`src/rtl/core/text_to_u64_any_base_macros.svh`:
```
// assertion macros for the text to u64 parser
// no dependencies; included by the top level after its declarations
`ifndef TEXT_TO_U64_ANY_BASE_MACROS_SVH
`define TEXT_TO_U64_ANY_BASE_MACROS_SVH
`ifndef NO_ASSERTIONS
// property must hold at every clock edge out of reset
`define T2U_ASSERT(lbl, clk, rst_n, prop, msg) \
    lbl: assert property (@(posedge clk) disable iff (!rst_n) (prop)) else $error(msg);
// condition must never be seen at a clock edge out of reset
`define T2U_NEVER(lbl, clk, rst_n, cond, msg) \
    lbl: assert property (@(posedge clk) disable iff (!rst_n) !(cond)) else $error(msg);
`else
`define T2U_ASSERT(lbl, clk, rst_n, prop, msg)
`define T2U_NEVER(lbl, clk, rst_n, cond, msg)
`endif
`endif

```
`src/rtl/core/t2u_pkg.sv`:
```
// shared types, character codes and classifier functions for the text to u64 parser
// no dependencies
package t2u_pkg;

    // parser phase, one-hot
    typedef enum logic [6:0] {
        PH_IDLE   = 7'b0000001,
        PH_DONE   = 7'b0000010,
        PH_SPACE  = 7'b0000100,
        PH_SIGNED = 7'b0001000,
        PH_LEAD0  = 7'b0010000,
        PH_PREFIX = 7'b0100000,
        PH_DIGITS = 7'b1000000
    } t_phase;

    localparam int RADIX_BITS = 6;
    localparam int ACC_BITS   = 64;

    typedef logic [RADIX_BITS-1:0] t_radix;
    typedef logic [ACC_BITS-1:0]   t_acc;

    localparam t_radix RADIX_RESET = 6'd10;
    localparam t_radix RADIX_DEC   = 6'd10;
    localparam t_radix RADIX_HEX   = 6'd16;
    localparam t_radix RADIX_OCT   = 6'd8;
    localparam t_radix RADIX_BIN   = 6'd2;
    localparam t_radix RADIX_AUTO  = 6'd0;

    localparam logic [7:0] CH_X_LO  = 8'h78;
    localparam logic [7:0] CH_X_UP  = 8'h58;
    localparam logic [7:0] CH_B_LO  = 8'h62;
    localparam logic [7:0] CH_B_UP  = 8'h42;
    localparam logic [7:0] CH_MINUS = 8'h2D;
    localparam logic [7:0] CH_PLUS  = 8'h2B;
    localparam logic [7:0] CH_ZERO  = 8'h30;
    localparam logic [7:0] CH_NINE  = 8'h39;
    localparam logic [7:0] CH_A_LO  = 8'h61;
    localparam logic [7:0] CH_Z_LO  = 8'h7A;
    localparam logic [7:0] CH_A_UP  = 8'h41;
    localparam logic [7:0] CH_Z_UP  = 8'h5A;
    localparam logic [7:0] CH_TAB   = 8'h09;
    localparam logic [7:0] CH_CR    = 8'h0D;
    localparam logic [7:0] CH_SP    = 8'h20;
    localparam logic [7:0] LETTER_BIAS = 8'd10;

    function automatic logic is_num(input logic [7:0] c);
        return (c >= CH_ZERO) && (c <= CH_NINE);
    endfunction

    function automatic logic is_low(input logic [7:0] c);
        return (c >= CH_A_LO) && (c <= CH_Z_LO);
    endfunction

    function automatic logic is_up(input logic [7:0] c);
        return (c >= CH_A_UP) && (c <= CH_Z_UP);
    endfunction

    function automatic logic is_alnum(input logic [7:0] c);
        return is_num(c) || is_low(c) || is_up(c);
    endfunction

    function automatic logic is_space(input logic [7:0] c);
        return ((c >= CH_TAB) && (c <= CH_CR)) || (c == CH_SP);
    endfunction

    // digit value 0..35, meaningful only for alphanumerics
    function automatic t_radix digit_of(input logic [7:0] c);
        logic [7:0] v;
        if (is_num(c)) begin
            v = c - CH_ZERO;
        end else if (is_low(c)) begin
            v = c - CH_A_LO + LETTER_BIAS;
        end else begin
            v = c - CH_A_UP + LETTER_BIAS;
        end
        return v[RADIX_BITS-1:0];
    endfunction

endpackage

```
`src/rtl/core/t2u_if.sv`:
```
// valid/ready channel interfaces for the text to u64 parser
// no dependencies
interface t2u_in_if;
    logic       valid;
    logic       ready;
    logic [7:0] ch;
    logic       start_req;

    modport source (output valid, output ch, output start_req, input ready);
    modport sink   (input valid, input ch, input start_req, output ready);
endinterface

interface t2u_out_if #(
    parameter int OFFSET_BITS = 16
);
    logic                   valid;
    logic                   ready;
    logic [63:0]            value;
    logic                   formed;
    logic                   done_res;
    logic [OFFSET_BITS-1:0] end_offset;

    modport source (output valid, output value, output formed, output done_res,
                    output end_offset, input ready);
    modport sink   (input valid, input value, input formed, input done_res,
                    input end_offset, output ready);
endinterface

```
`src/rtl/core/text_to_u64_any_base.sv`:
```
// streaming strtoull-style parser: text bytes in, provisional 64-bit value out
// depends on t2u_pkg, t2u_if.sv and text_to_u64_any_base_macros.svh
//
// usage:
//   i_src carries one text byte per transfer; start_req marks the first byte of a
//   new string and abandons any string in progress
//   o_res carries one result per input transfer: the value so far with the sign
//   applied, a formed flag, a done flag and the offset just past the number
//   radix is written through i_cfg_wr_en / i_cfg_wr_data; the block leaves it to the user
//   to write it only while idle; it is latched at each start; 0 selects the base from the 0x / 0b / 0 prefix
// timing:
//   each input transfer's result is held in the output register from the next cycle;
//   one byte per cycle sustained while o_res.ready stays high, set by the single
//   64x6 multiply-add of the digit step between the parser state and the output register
// reset:
//   radix returns to 10, the parser goes idle and the output register empties;
//   bytes before the first start report value 0, formed 0, done 1, offset 0
// stall:
//   while a result waits in the output register and the sink holds ready low,
//   i_src.ready is low and the parser state holds
module text_to_u64_any_base #(
    parameter int OFFSET_BITS = 16
) (
    input  logic                    i_clk,
    input  logic                    i_rst_n,
    input  logic                    i_cfg_wr_en,
    input  t2u_pkg::t_radix         i_cfg_wr_data,
    t2u_in_if.sink                  i_src,
    t2u_out_if.source               o_res
);
    import t2u_pkg::*;

    typedef logic [OFFSET_BITS-1:0] t_off;

    localparam t_off OFF_MAX = {OFFSET_BITS{1'b1}};
    localparam t_off OFF_ONE = t_off'(1);

    // configuration and parser state
    t_radix r_radix;
    t_phase r_phase, n_phase;
    logic   r_neg, n_neg;
    t_radix r_base, n_base;
    t_acc   r_acc, n_acc;       // accumulator kept with the sign already applied
    t_off   r_pos, n_pos;
    t_off   r_end, n_end;

    // output register
    logic   r_out_valid;
    t_acc   r_out_value;
    logic   r_out_formed;
    logic   r_out_done;
    t_off   r_out_end;

    // per-byte decode
    logic   accept;
    logic   start;
    logic   active;
    logic   alnum;
    logic   space;
    t_radix dig;
    t_acc   dig_ext;
    t_acc   sdig;
    logic   neg0;
    t_radix base0;
    t_off   pos0;
    t_off   pos_inc;
    t_radix mul_base;
    t_acc   mac;
    logic   take_ok;
    logic   lead;
    t_radix first_base;
    logic   first_ok;
    logic   first_go;
    logic   n_formed;
    logic   n_done;

    assign i_src.ready = !r_out_valid || o_res.ready;
    assign accept      = i_src.valid && i_src.ready;

    // configuration write
    always_ff @(posedge i_clk) begin
        if (!i_rst_n) begin
            r_radix <= RADIX_RESET;
        end else if (i_cfg_wr_en) begin
            r_radix <= i_cfg_wr_data;
        end
    end

    // byte classification and the shared digit datapath
    always_comb begin
        start    = i_src.start_req;
        active   = start || !((r_phase == PH_IDLE) || (r_phase == PH_DONE));
        alnum    = is_alnum(i_src.ch);
        space    = is_space(i_src.ch);
        dig      = digit_of(i_src.ch);
        dig_ext  = {{(ACC_BITS-RADIX_BITS){1'b0}}, dig};
        neg0     = start ? 1'b0 : r_neg;
        base0    = start ? r_radix : r_base;
        pos0     = start ? '0 : r_pos;
        pos_inc  = (pos0 == OFF_MAX) ? pos0 : pos0 + OFF_ONE;
        // negating each digit keeps the accumulator in signed form: -(a*b+d) = (-a)*b - d
        sdig     = neg0 ? (t_acc'(0) - dig_ext) : dig_ext;
        // base 0 still pending after a leading zero means octal
        mul_base = (r_base == RADIX_AUTO) ? RADIX_OCT : r_base;
        mac      = r_acc * {{(ACC_BITS-RADIX_BITS){1'b0}}, mul_base} + sdig;
        take_ok  = alnum && (dig < mul_base);
        lead     = start ? !alnum : (r_phase == PH_SPACE);
        // any non-zero first digit settles an auto base to decimal
        first_base = ((base0 == RADIX_AUTO) && (i_src.ch != CH_ZERO)) ? RADIX_DEC : base0;
        first_ok   = alnum && ((first_base == RADIX_AUTO) || (dig < first_base));
    end

    // next parser state
    always_comb begin
        n_phase  = r_phase;
        n_neg    = r_neg;
        n_base   = r_base;
        n_acc    = r_acc;
        n_pos    = r_pos;
        n_end    = r_end;
        first_go = 1'b0;
        if (accept && active) begin
            n_neg  = neg0;
            n_base = base0;
            n_pos  = pos_inc;
            n_acc  = start ? '0 : r_acc;
            n_end  = start ? '0 : r_end;
            if (lead) begin
                // whitespace skip and optional sign
                if (space) begin
                    n_phase = PH_SPACE;
                end else if (i_src.ch == CH_MINUS) begin
                    n_neg   = 1'b1;
                    n_phase = PH_SIGNED;
                end else if (i_src.ch == CH_PLUS) begin
                    n_phase = PH_SIGNED;
                end else begin
                    first_go = 1'b1;
                end
            end else if (start) begin
                first_go = 1'b1;
            end else begin
                unique case (r_phase)
                    PH_SIGNED: begin
                        first_go = 1'b1;
                    end
                    PH_LEAD0: begin
                        if (((i_src.ch == CH_X_LO) || (i_src.ch == CH_X_UP)) &&
                            ((r_base == RADIX_AUTO) || (r_base == RADIX_HEX))) begin
                            n_base  = RADIX_HEX;
                            n_phase = PH_PREFIX;
                        end else if (((i_src.ch == CH_B_LO) || (i_src.ch == CH_B_UP)) &&
                                     ((r_base == RADIX_AUTO) || (r_base == RADIX_BIN))) begin
                            n_base  = RADIX_BIN;
                            n_phase = PH_PREFIX;
                        end else begin
                            n_base = mul_base;
                            if (take_ok) begin
                                n_acc   = mac;
                                n_end   = pos_inc;
                                n_phase = PH_DIGITS;
                            end else begin
                                n_phase = PH_DONE;
                            end
                        end
                    end
                    PH_PREFIX: begin
                        // prefix counts only when a digit of its base follows
                        if (alnum && (dig < r_base)) begin
                            n_acc   = sdig;
                            n_end   = pos_inc;
                            n_phase = PH_DIGITS;
                        end else begin
                            n_phase = PH_DONE;
                        end
                    end
                    PH_DIGITS: begin
                        if (take_ok) begin
                            n_acc   = mac;
                            n_end   = pos_inc;
                            n_phase = PH_DIGITS;
                        end else begin
                            n_phase = PH_DONE;
                        end
                    end
                    default: begin
                        n_phase = r_phase;
                    end
                endcase
            end
            if (first_go) begin
                if (!first_ok) begin
                    n_phase = PH_IDLE;
                end else begin
                    n_base = first_base;
                    n_acc  = sdig;
                    n_end  = pos_inc;
                    if ((i_src.ch == CH_ZERO) &&
                        ((first_base == RADIX_AUTO) || (first_base == RADIX_HEX) ||
                         (first_base == RADIX_BIN))) begin
                        n_phase = PH_LEAD0;
                    end else begin
                        n_phase = PH_DIGITS;
                    end
                end
            end
        end
        n_formed = (n_phase == PH_DONE) || (n_phase == PH_LEAD0) ||
                   (n_phase == PH_PREFIX) || (n_phase == PH_DIGITS);
        n_done   = (n_phase == PH_DONE) || (n_phase == PH_IDLE);
    end

    // parser state registers
    always_ff @(posedge i_clk) begin
        if (!i_rst_n) begin
            r_phase <= PH_IDLE;
            r_neg   <= 1'b0;
            r_base  <= RADIX_AUTO;
            r_acc   <= '0;
            r_pos   <= '0;
            r_end   <= '0;
        end else begin
            r_phase <= n_phase;
            r_neg   <= n_neg;
            r_base  <= n_base;
            r_acc   <= n_acc;
            r_pos   <= n_pos;
            r_end   <= n_end;
        end
    end

    // output register, loaded on every input transfer
    always_ff @(posedge i_clk) begin
        if (!i_rst_n) begin
            r_out_valid <= 1'b0;
        end else if (accept) begin
            r_out_valid <= 1'b1;
        end else if (o_res.ready) begin
            r_out_valid <= 1'b0;
        end
    end

    always_ff @(posedge i_clk) begin
        if (accept) begin
            // prefix still pending reports zero
            r_out_value  <= (n_formed && (n_phase != PH_PREFIX)) ? n_acc : '0;
            r_out_formed <= n_formed;
            r_out_done   <= n_done;
            r_out_end    <= n_formed ? n_end : '0;
        end
    end

    assign o_res.valid      = r_out_valid;
    assign o_res.value      = r_out_value;
    assign o_res.formed     = r_out_formed;
    assign o_res.done_res   = r_out_done;
    assign o_res.end_offset = r_out_end;

`include "text_to_u64_any_base_macros.svh"

    `T2U_ASSERT(a_result_follows, i_clk, i_rst_n, accept |=> r_out_valid, "transfer without result")
    `T2U_NEVER(a_unformed_zero, i_clk, i_rst_n, r_out_valid && !r_out_formed && ((r_out_value != '0) || (r_out_end != '0)), "unformed result not zero")
    `T2U_NEVER(a_formed_offset, i_clk, i_rst_n, r_out_valid && r_out_formed && (r_out_end == '0), "formed result with zero offset")

endmodule
```
`src/flat_wrapper.sv`:
```
// flat-port wrapper written by rule: the top's interface ports become plain ports
module text_to_u64_any_base_flat import t2u_pkg::*;
#(
    parameter int OFFSET_BITS = 16
)
  (i_clk, i_rst_n, i_cfg_wr_en, i_cfg_wr_data, i_src_valid, i_src_ch, i_src_start_req, i_src_ready, o_res_valid, o_res_value, o_res_formed, o_res_done_res, o_res_end_offset, o_res_ready);
  t2u_in_if i_src_i ();
  t2u_out_if #(.OFFSET_BITS(OFFSET_BITS)) o_res_i ();
  input  logic i_clk;
  input  logic i_rst_n;
  input  logic i_cfg_wr_en;
  input  t2u_pkg::t_radix i_cfg_wr_data;
  input wire logic [$bits(i_src_i.valid)-1:0] i_src_valid;
  input wire logic [$bits(i_src_i.ch)-1:0] i_src_ch;
  input wire logic [$bits(i_src_i.start_req)-1:0] i_src_start_req;
  output wire logic [$bits(i_src_i.ready)-1:0] i_src_ready;
  output wire logic [$bits(o_res_i.valid)-1:0] o_res_valid;
  output wire logic [$bits(o_res_i.value)-1:0] o_res_value;
  output wire logic [$bits(o_res_i.formed)-1:0] o_res_formed;
  output wire logic [$bits(o_res_i.done_res)-1:0] o_res_done_res;
  output wire logic [$bits(o_res_i.end_offset)-1:0] o_res_end_offset;
  input wire logic [$bits(o_res_i.ready)-1:0] o_res_ready;
  assign i_src_i.valid = i_src_valid;
  assign i_src_i.ch = i_src_ch;
  assign i_src_i.start_req = i_src_start_req;
  assign i_src_ready = i_src_i.ready;
  assign o_res_valid = o_res_i.valid;
  assign o_res_value = o_res_i.value;
  assign o_res_formed = o_res_i.formed;
  assign o_res_done_res = o_res_i.done_res;
  assign o_res_end_offset = o_res_i.end_offset;
  assign o_res_i.ready = o_res_ready;
  text_to_u64_any_base #(.OFFSET_BITS(OFFSET_BITS)) u_core (.i_clk(i_clk), .i_rst_n(i_rst_n), .i_cfg_wr_en(i_cfg_wr_en), .i_cfg_wr_data(i_cfg_wr_data), .i_src(i_src_i), .o_res(o_res_i));
endmodule
```
`config.mk`:
```
export PLATFORM = sky130hd
export DESIGN_NAME = text_to_u64_any_base_flat
export DESIGN_NICKNAME = d
export VERILOG_FILES = /design/src/rtl/core/t2u_pkg.sv /design/src/rtl/core/t2u_if.sv /design/src/rtl/core/text_to_u64_any_base.sv /design/src/flat_wrapper.sv
export VERILOG_INCLUDE_DIRS = /design/src /design/src/rtl/core
export SDC_FILE = /design/constraint.sdc
export NUM_CORES = 1
export LEC_CHECK = 0
export BUFFER_PORTS_ARGS = -buffer_cell sky130_fd_sc_hd__buf_4
export CORE_MARGIN = 10
export CORE_UTILIZATION = 59
export CTS_BUF_LIST = sky130_fd_sc_hd__clkbuf_8
export CTS_CLUSTER_DIAMETER = 40
export DETAILED_ROUTE_END_ITERATION = 10
export PLACE_DENSITY = 0.79
export SLEW_MARGIN = 20
export SYNTH_ARGS = -nofsm -noshare
export SYNTH_HDL_FRONTEND = slang
export SYNTH_SLANG_ARGS = --single-unit
```
`constraint.sdc`:
```
create_clock -name i_clk -period 7.7 [get_ports i_clk]
set_input_delay 0.385 -clock i_clk [delete_from_list [all_inputs] [get_ports i_clk]]
set_output_delay 0.385 -clock i_clk [all_outputs]
set_load 0.005 [all_outputs]
```
## Word-level counts from Yosys, hierarchy flattened

Index checks and enable logic that the tools add are counted.

| word-level totals | value |
|---|---|
| bits in registers | 199 |
| latch bits | 0 |
| bits in writable memories | 0 |
| ROM bits | 0 |
| bits of input ports | 20 |
| output and inout bits | 84 |
| word-level logic and storage cells | 162 |
| memories kept | 0 |

| operators by class | value |
|---|---|
| $add $sub $neg | 8 |
| $mul | 1 |
| div/mod/pow operators | 0 |
| $lt $le $gt $ge | 11 |
| equal/unequal tests | 27 |
| shift-type cells | 0 |
| multiplexer cells | 65 |
| bitwise logic cells | 0 |
| reductions and logical operators | 38 |

Operator list:

| operator | number |
|---|---|
| $mux 64 | 11 |
| $mux 16 | 12 |
| $pmux 64 s3 | 1 |
| $mux 7 | 13 |
| $mux 6 | 12 |
| $add 64x64->64 | 1 |
| $mul 64x6->64 | 1 |
| $pmux 16 s3 | 1 |
| $eq 8x6->1 const B | 4 |
| $eq 8x7->1 const B | 4 |
| $pmux 7 s3 | 1 |
| $logic_not 6->1 | 3 |
| $lt 6x6->1 | 3 |
| $logic_or 1x1->1 | 17 |
| $add 16x1->16 const B | 1 |
| $eq 16x16->1 const B | 1 |
| $ge 8x7->1 const B | 2 |
| $le 8x7->1 const B | 2 |
| $eq 7x1->1 const B | 2 |
| $eq 7x2->1 const B | 2 |
| $eq 7x5->1 const B | 2 |
| $eq 7x6->1 const B | 2 |
| $eq 7x7->1 const B | 2 |
| $logic_and 1x1->1 | 14 |
| other kinds (17) | 36 |

## Longest topological paths before layout

| depth | value |
|---|---|
| word-level depth | 19 |
| depth in mapped cells | 28 |
| mapped depth without buffers | 25 |

## Worst setup path before layout

No wires, ideal clock.

| timing | value |
|---|---|
| kind | input to register |
| start | input port i_src_ch[4] |
| end | register u_core.r_out_value[54] (netlist: u_core.o_res.value[54]) (data pin) |
| library setup time | 0.260 ns |
| arrival | 7.451 ns |
| required time | 7.440 ns |
| slack | -0.011 ns |
| cell stages on the path | 22 |
| path buffers | 1 |
| path through | ha_1 > or3b_1 > clkbuf_1 > a21oi_1 > mux2i_1 > ha_1 > nand4_1 > o31ai_4 > fa_1 > inv_1 > ha_1 > a21oi_1 > a21boi_0 > o31a_1 > a2111oi_2 > a211oi_1 > o21ai_0 > nand2_1 > a211o_1 > xnor2_1 > a221oi_2 > nor2_1 |

| on the way | value |
|---|---|
| cells in the longest elaborated chain, start to end | 19 |
| elaborated cells between the ends (all ways) | 93 |
| those cells by class | 7 x add/sub; 11 x order compare; 16 x eq/ne; 34 x mux; 25 x reduce/logical |

RTL lines:

| item | RTL line | RTL |
|---|---|---|
| start, declared | flat_wrapper.sv:14 | `input wire logic [$bits(i_src_i.ch)-1:0] i_src_ch;` |
| parallel branches: the longest is 19 deep, another holds $add 64x64->64 | - |  |
| end signal, assigned | text_to_u64_any_base.sv:246 | `r_out_value <= (n_formed && (n_phase != PH_PREFIX)) ? n_acc : '0;` |
| end, declared | text_to_u64_any_base.sv:49 | `t_acc r_out_value;` |

Parallel ways; which one is timed is not known. The select of a mux whose other input is x is not followed.
A chain may end at the register's enable or synchronous reset.

## Final worst setup path

| timing | value |
|---|---|
| start | register u_core.r_base[5] |
| end | register u_core.r_out_value[53] (netlist: u_core.o_res.value[53]) (data pin) |

| on the way | value |
|---|---|
| cells in the longest elaborated chain, start to end | 17 |
| elaborated cells between the ends (all ways) | 57 |
| those cells by class | 1 x add/sub; 1 x mul; 3 x order compare; 9 x eq/ne; 24 x mux; 19 x reduce/logical |

RTL lines:

| item | RTL line | RTL |
|---|---|---|
| start, declared | text_to_u64_any_base.sv:42 | `t_radix r_base, n_base;` |
| start signal, assigned | text_to_u64_any_base.sv:225 | `r_base <= n_base;` |
| parallel branches: the longest is 17 deep, another holds $mul 64x6->64 | - |  |

Parallel ways; which one is timed is not known.

==> impl_metrics.toml <==
[run_status]
status = "finished, final reports clean"

[pwr]
power.density_nw_per_um2 = 100.4
clkPwrFrac_pct = 31.0
p_leak_nw = 11.31
p_comb_share_pct = 22.7
p_sw_mw = 0.8931
intPower_mw = 1.631
ir_drop_uv = 138.0
p_sw_share_pct = 35.38
seqPwrFrac_pct = 46.3
total_power_mw = 2.524

[sta]
slew_headroom_pct = 21.23
fin_hold_ws_ps = 44.91
timing.fmax_mhz = 137.1
setup_viol = 0
worst_pin_slew_ps = 1181
drv_slew = 0
setup_tns_ps = 0
period_share_pct = 94.70
rsz0062_at_grt = "yes"
hold_viol = 0
finClkSkew_ps = 34.75
layout_min_cycle_time_ps = 7292

[die]
die_h_um = 219.1
rows = 72
start_util_pct = 60.12
die-area_um2 = 48020
coreArea_um2 = 38920
num_io_pins = 104
die_w_um = 219.1

[setup_path]
cp_slowest_stage_delay_ps = 560
crit_buf_inv = 4
critPathLaunchType = "flip-flop"
cp_cell_sequence = "or4_4 -> nor3_1 -> or2_4 -> buf_4 -> buf_4 -> and2_1 -> fa_1 -> fa_1 -> fa_1 -> inv_1 -> fa_1 -> inv_1 -> ha_1 -> nand2_1 -> o211ai_1 -> a211oi_1 -> nor2_1 -> a211oi_1 -> o211ai_1 -> a21boi_2 -> o21ai_0 -> xor2_1 -> a221oi_2 -> nor2_1"
cp-end-kind = "flip-flop"
crit_path_frequent_cell = "fa_1"
arrival_ps = 7610
crit_family = "adder cells"
crit_fanout = 25
path_class = "reg -> reg"
critPathSlowestCell = "or4_4"
cp.required_ps = 8020

[synth]
ys_types = 90
synth_top_area_share_pct = 25.41
yosys.area.top_type = "fa_1"
avgSynthCellArea_um2 = 8.736
ys.flop_type = "dfxtp_1"
async_flop_share_pct = 0
yosysWarnings = 0
synth_area_um2 = 23400
synth_compound_area_share_pct = 15.31
seq_area_frac_synth_pct = 20.54
synth.area.mux_share_pct = 0.7380
synthAdderAreaFrac_pct = 30.65
synth_xor_area_share_pct = 3.145
synth-seq-cells = 199
synth-edff-count = 82
synthCells = 2678
synthTopCellsByArea = "fa_1 25%, edfxtp_1 11%, dfxtp_1 10%"
synth_nets = 3093
yosys.area_share.simple_pct = 22.12
synth_top_family_by_area = "adder cells"

[detailed_routing]
vias_per_cell = 6.176
drcViolationCount = 0
finalWirelength_mm = 71.94
dr.first_iter.drc_count = 1800
wl_per_cell_um = 22.16
num_vias = 20050
dr.pass1.iters = 8
ant_nets = 0

[clock_tree]
cts_sinks = 199
htree_levels = 4
cts_tree = "built"
clk_latency_ps = 610
clockRootBuffer = "clkbuf_8"
clockBufferDepth = 2
cts-buffers-inserted = 17
path_clk_slew_ps = 120

[global_routing]
antenna_found_initial = 3
grt_pass1_wl_mm = 114.8
grt_usage_pct = 30.68
grt_max_degree = 69
gr-total-overflow = 0
grt_pass1_vias = 20900

[cells_and_area]
area_growth_pct = 7.450
fin_cells = 3246
nNetsFinal = 3129
fin_util_pct = 64.60
drive_gt1_share_pct = 8.691

[placement]
post-dp-hpwl_mm = 53.23
portBuffers = 103
dp_cells = 3207
place.gp.congestion = 1.017

[min_path]
min_path_type = "in -> reg"

[run]
maxCapViolations = 0
-- worst paths after layout --
kind / to / startpoint / slack [ps] / cells after the start
max: u_core.o_res.value[53] / u_core.r_base[5] / 410 / 24
min: u_core.r_radix[4] / i_cfg_wr_data[4] / 40 / 3
max reg2reg: u_core.o_res.value[53] / u_core.r_base[5] / 410 / 24
min reg2reg: u_core.r_pos[12] / u_core.r_pos[12] / 480 / 2
-- Yosys cell counts (19+ instances only) --
cell / count
o21ai_0: 99
xor2_1: 35
a21oi_1: 156
nor2_1: 240
ha_1: 98
nor2b_1: 25
and2_1: 341
nor3_1: 29
a21o_1: 30
a211oi_1: 28
nand3_1: 37
dfxtp_1: 117
xnor2_1: 49
a31oi_1: 31
a22oi_1: 26
nand2_1: 192
clkbuf_1: 109
nand4_1: 33
nand2b_1: 19
fa_1: 297
edfxtp_1: 82
inv_1: 315
-- final cells by class --
class / instances / area [µm²]
Multi-Input combinational cell: 2026 / 16870
Fill cell: 3353 / 13780
Sequential cell: 199 / 4811
Inverter: 318 / 1195
Timing Repair Buffer: 152 / 1169
Tap cell: 518 / 648.1
Clock buffer: 17 / 234.0
Clock inverter: 15 / 206.4
Antenna cell: 1 / 2.502
-- metal layers --
metal	global-route usage (%)	wire length [µm]	vias to the layer above
li1	-	-	8955
met1	37.97	28130	9938
met2	51.51	34860	921
met3	5.351	5690	229
met4	14.16	3240	4
met5	0	25	-
-- sequential cells by signal, summed over array words and instances, names as in the netlist, 6 cells and up --
register                 cells
u_core.r_end                16
u_core.o_res.value          64
u_core.o_res.end_offset     16
u_core.r_phase               7
u_core.r_pos                16
u_core.r_acc                64
u_core.r_radix               6
u_core.r_base                6
-- power by group through the flow --
stage / Combinational (mW) / Clock [mW] / Sequential (mW)
5_1_grt: 0.627 / 0.827 / 1.17
2_1_floorplan: 0.362 / 0 / 1.18
3_5_place_dp: 0.559 / 0 / 1.19
4_1_cts: 0.565 / 0.792 / 1.17
3_3_place_gp: 0.545 / 0 / 1.19
6_report: 0.573 / 0.782 / 1.17
-- timing repair --
action                                  4_1_cts  5_1_grt
hold endpoints to repair                      6        0
hold buffers                                  6        0
setup buffers                                 0        0
endpoints found under the setup margin        0       14
gates resized for setup                       0        4
-- worst min-delay path: stages --
cell and delay, ps:
buf_4 80, mux2i_1 60, nor2_1 90
-- metrics by stage --
step,worst slack [ps],cell area (µm²)
2_1_floorplan,29.51,23400
5_1_grt,-40.07,25140
6_report,407.7,25140
3_5_place_dp,303.1,24620
3_3_place_gp,421.7,24620
4_1_cts,275.5,25120
-- placed cells by master, fill, tap and decap left out, types with 15 or more instances in the layout --
cell      synthesis  layout
a211oi_1         28      28
a21o_1           30      29
a21oi_1         156     156
a221oi_2         15      15
a22oi_1          26      26
a31oi_1          31      31
and2_1          341     339
buf_4             4     145
clkbuf_8          0      17
dfxtp_1         117     112
edfxtp_1         82      82
fa_1            297     297
ha_1             98      98
inv_1           315     315
mux2i_1          15      15
nand2_1         192     192
nand2b_1         19      19
nand3_1          37      37
nand4_1          33      33
nor2_1          240     240
nor2b_1          25      25
nor3_1           29      27
o21ai_0          99      99
xnor2_1          49      49
xor2_1           35      35
-- cell families (layout without fill, tap and decap cells) --
logic type               after synthesis  after routing
XOR/XNOR                              84             84
flip-flops                           199            199
multiplexers                          17             17
other                                  0              1
AO/OA/AOI/OAI                        535            535
buffers and inverters                453            502
adder cells (fa/ha/maj)              395            395
AND/OR/NAND/NOR                      995            995
(Power assumes the default switching activity.)
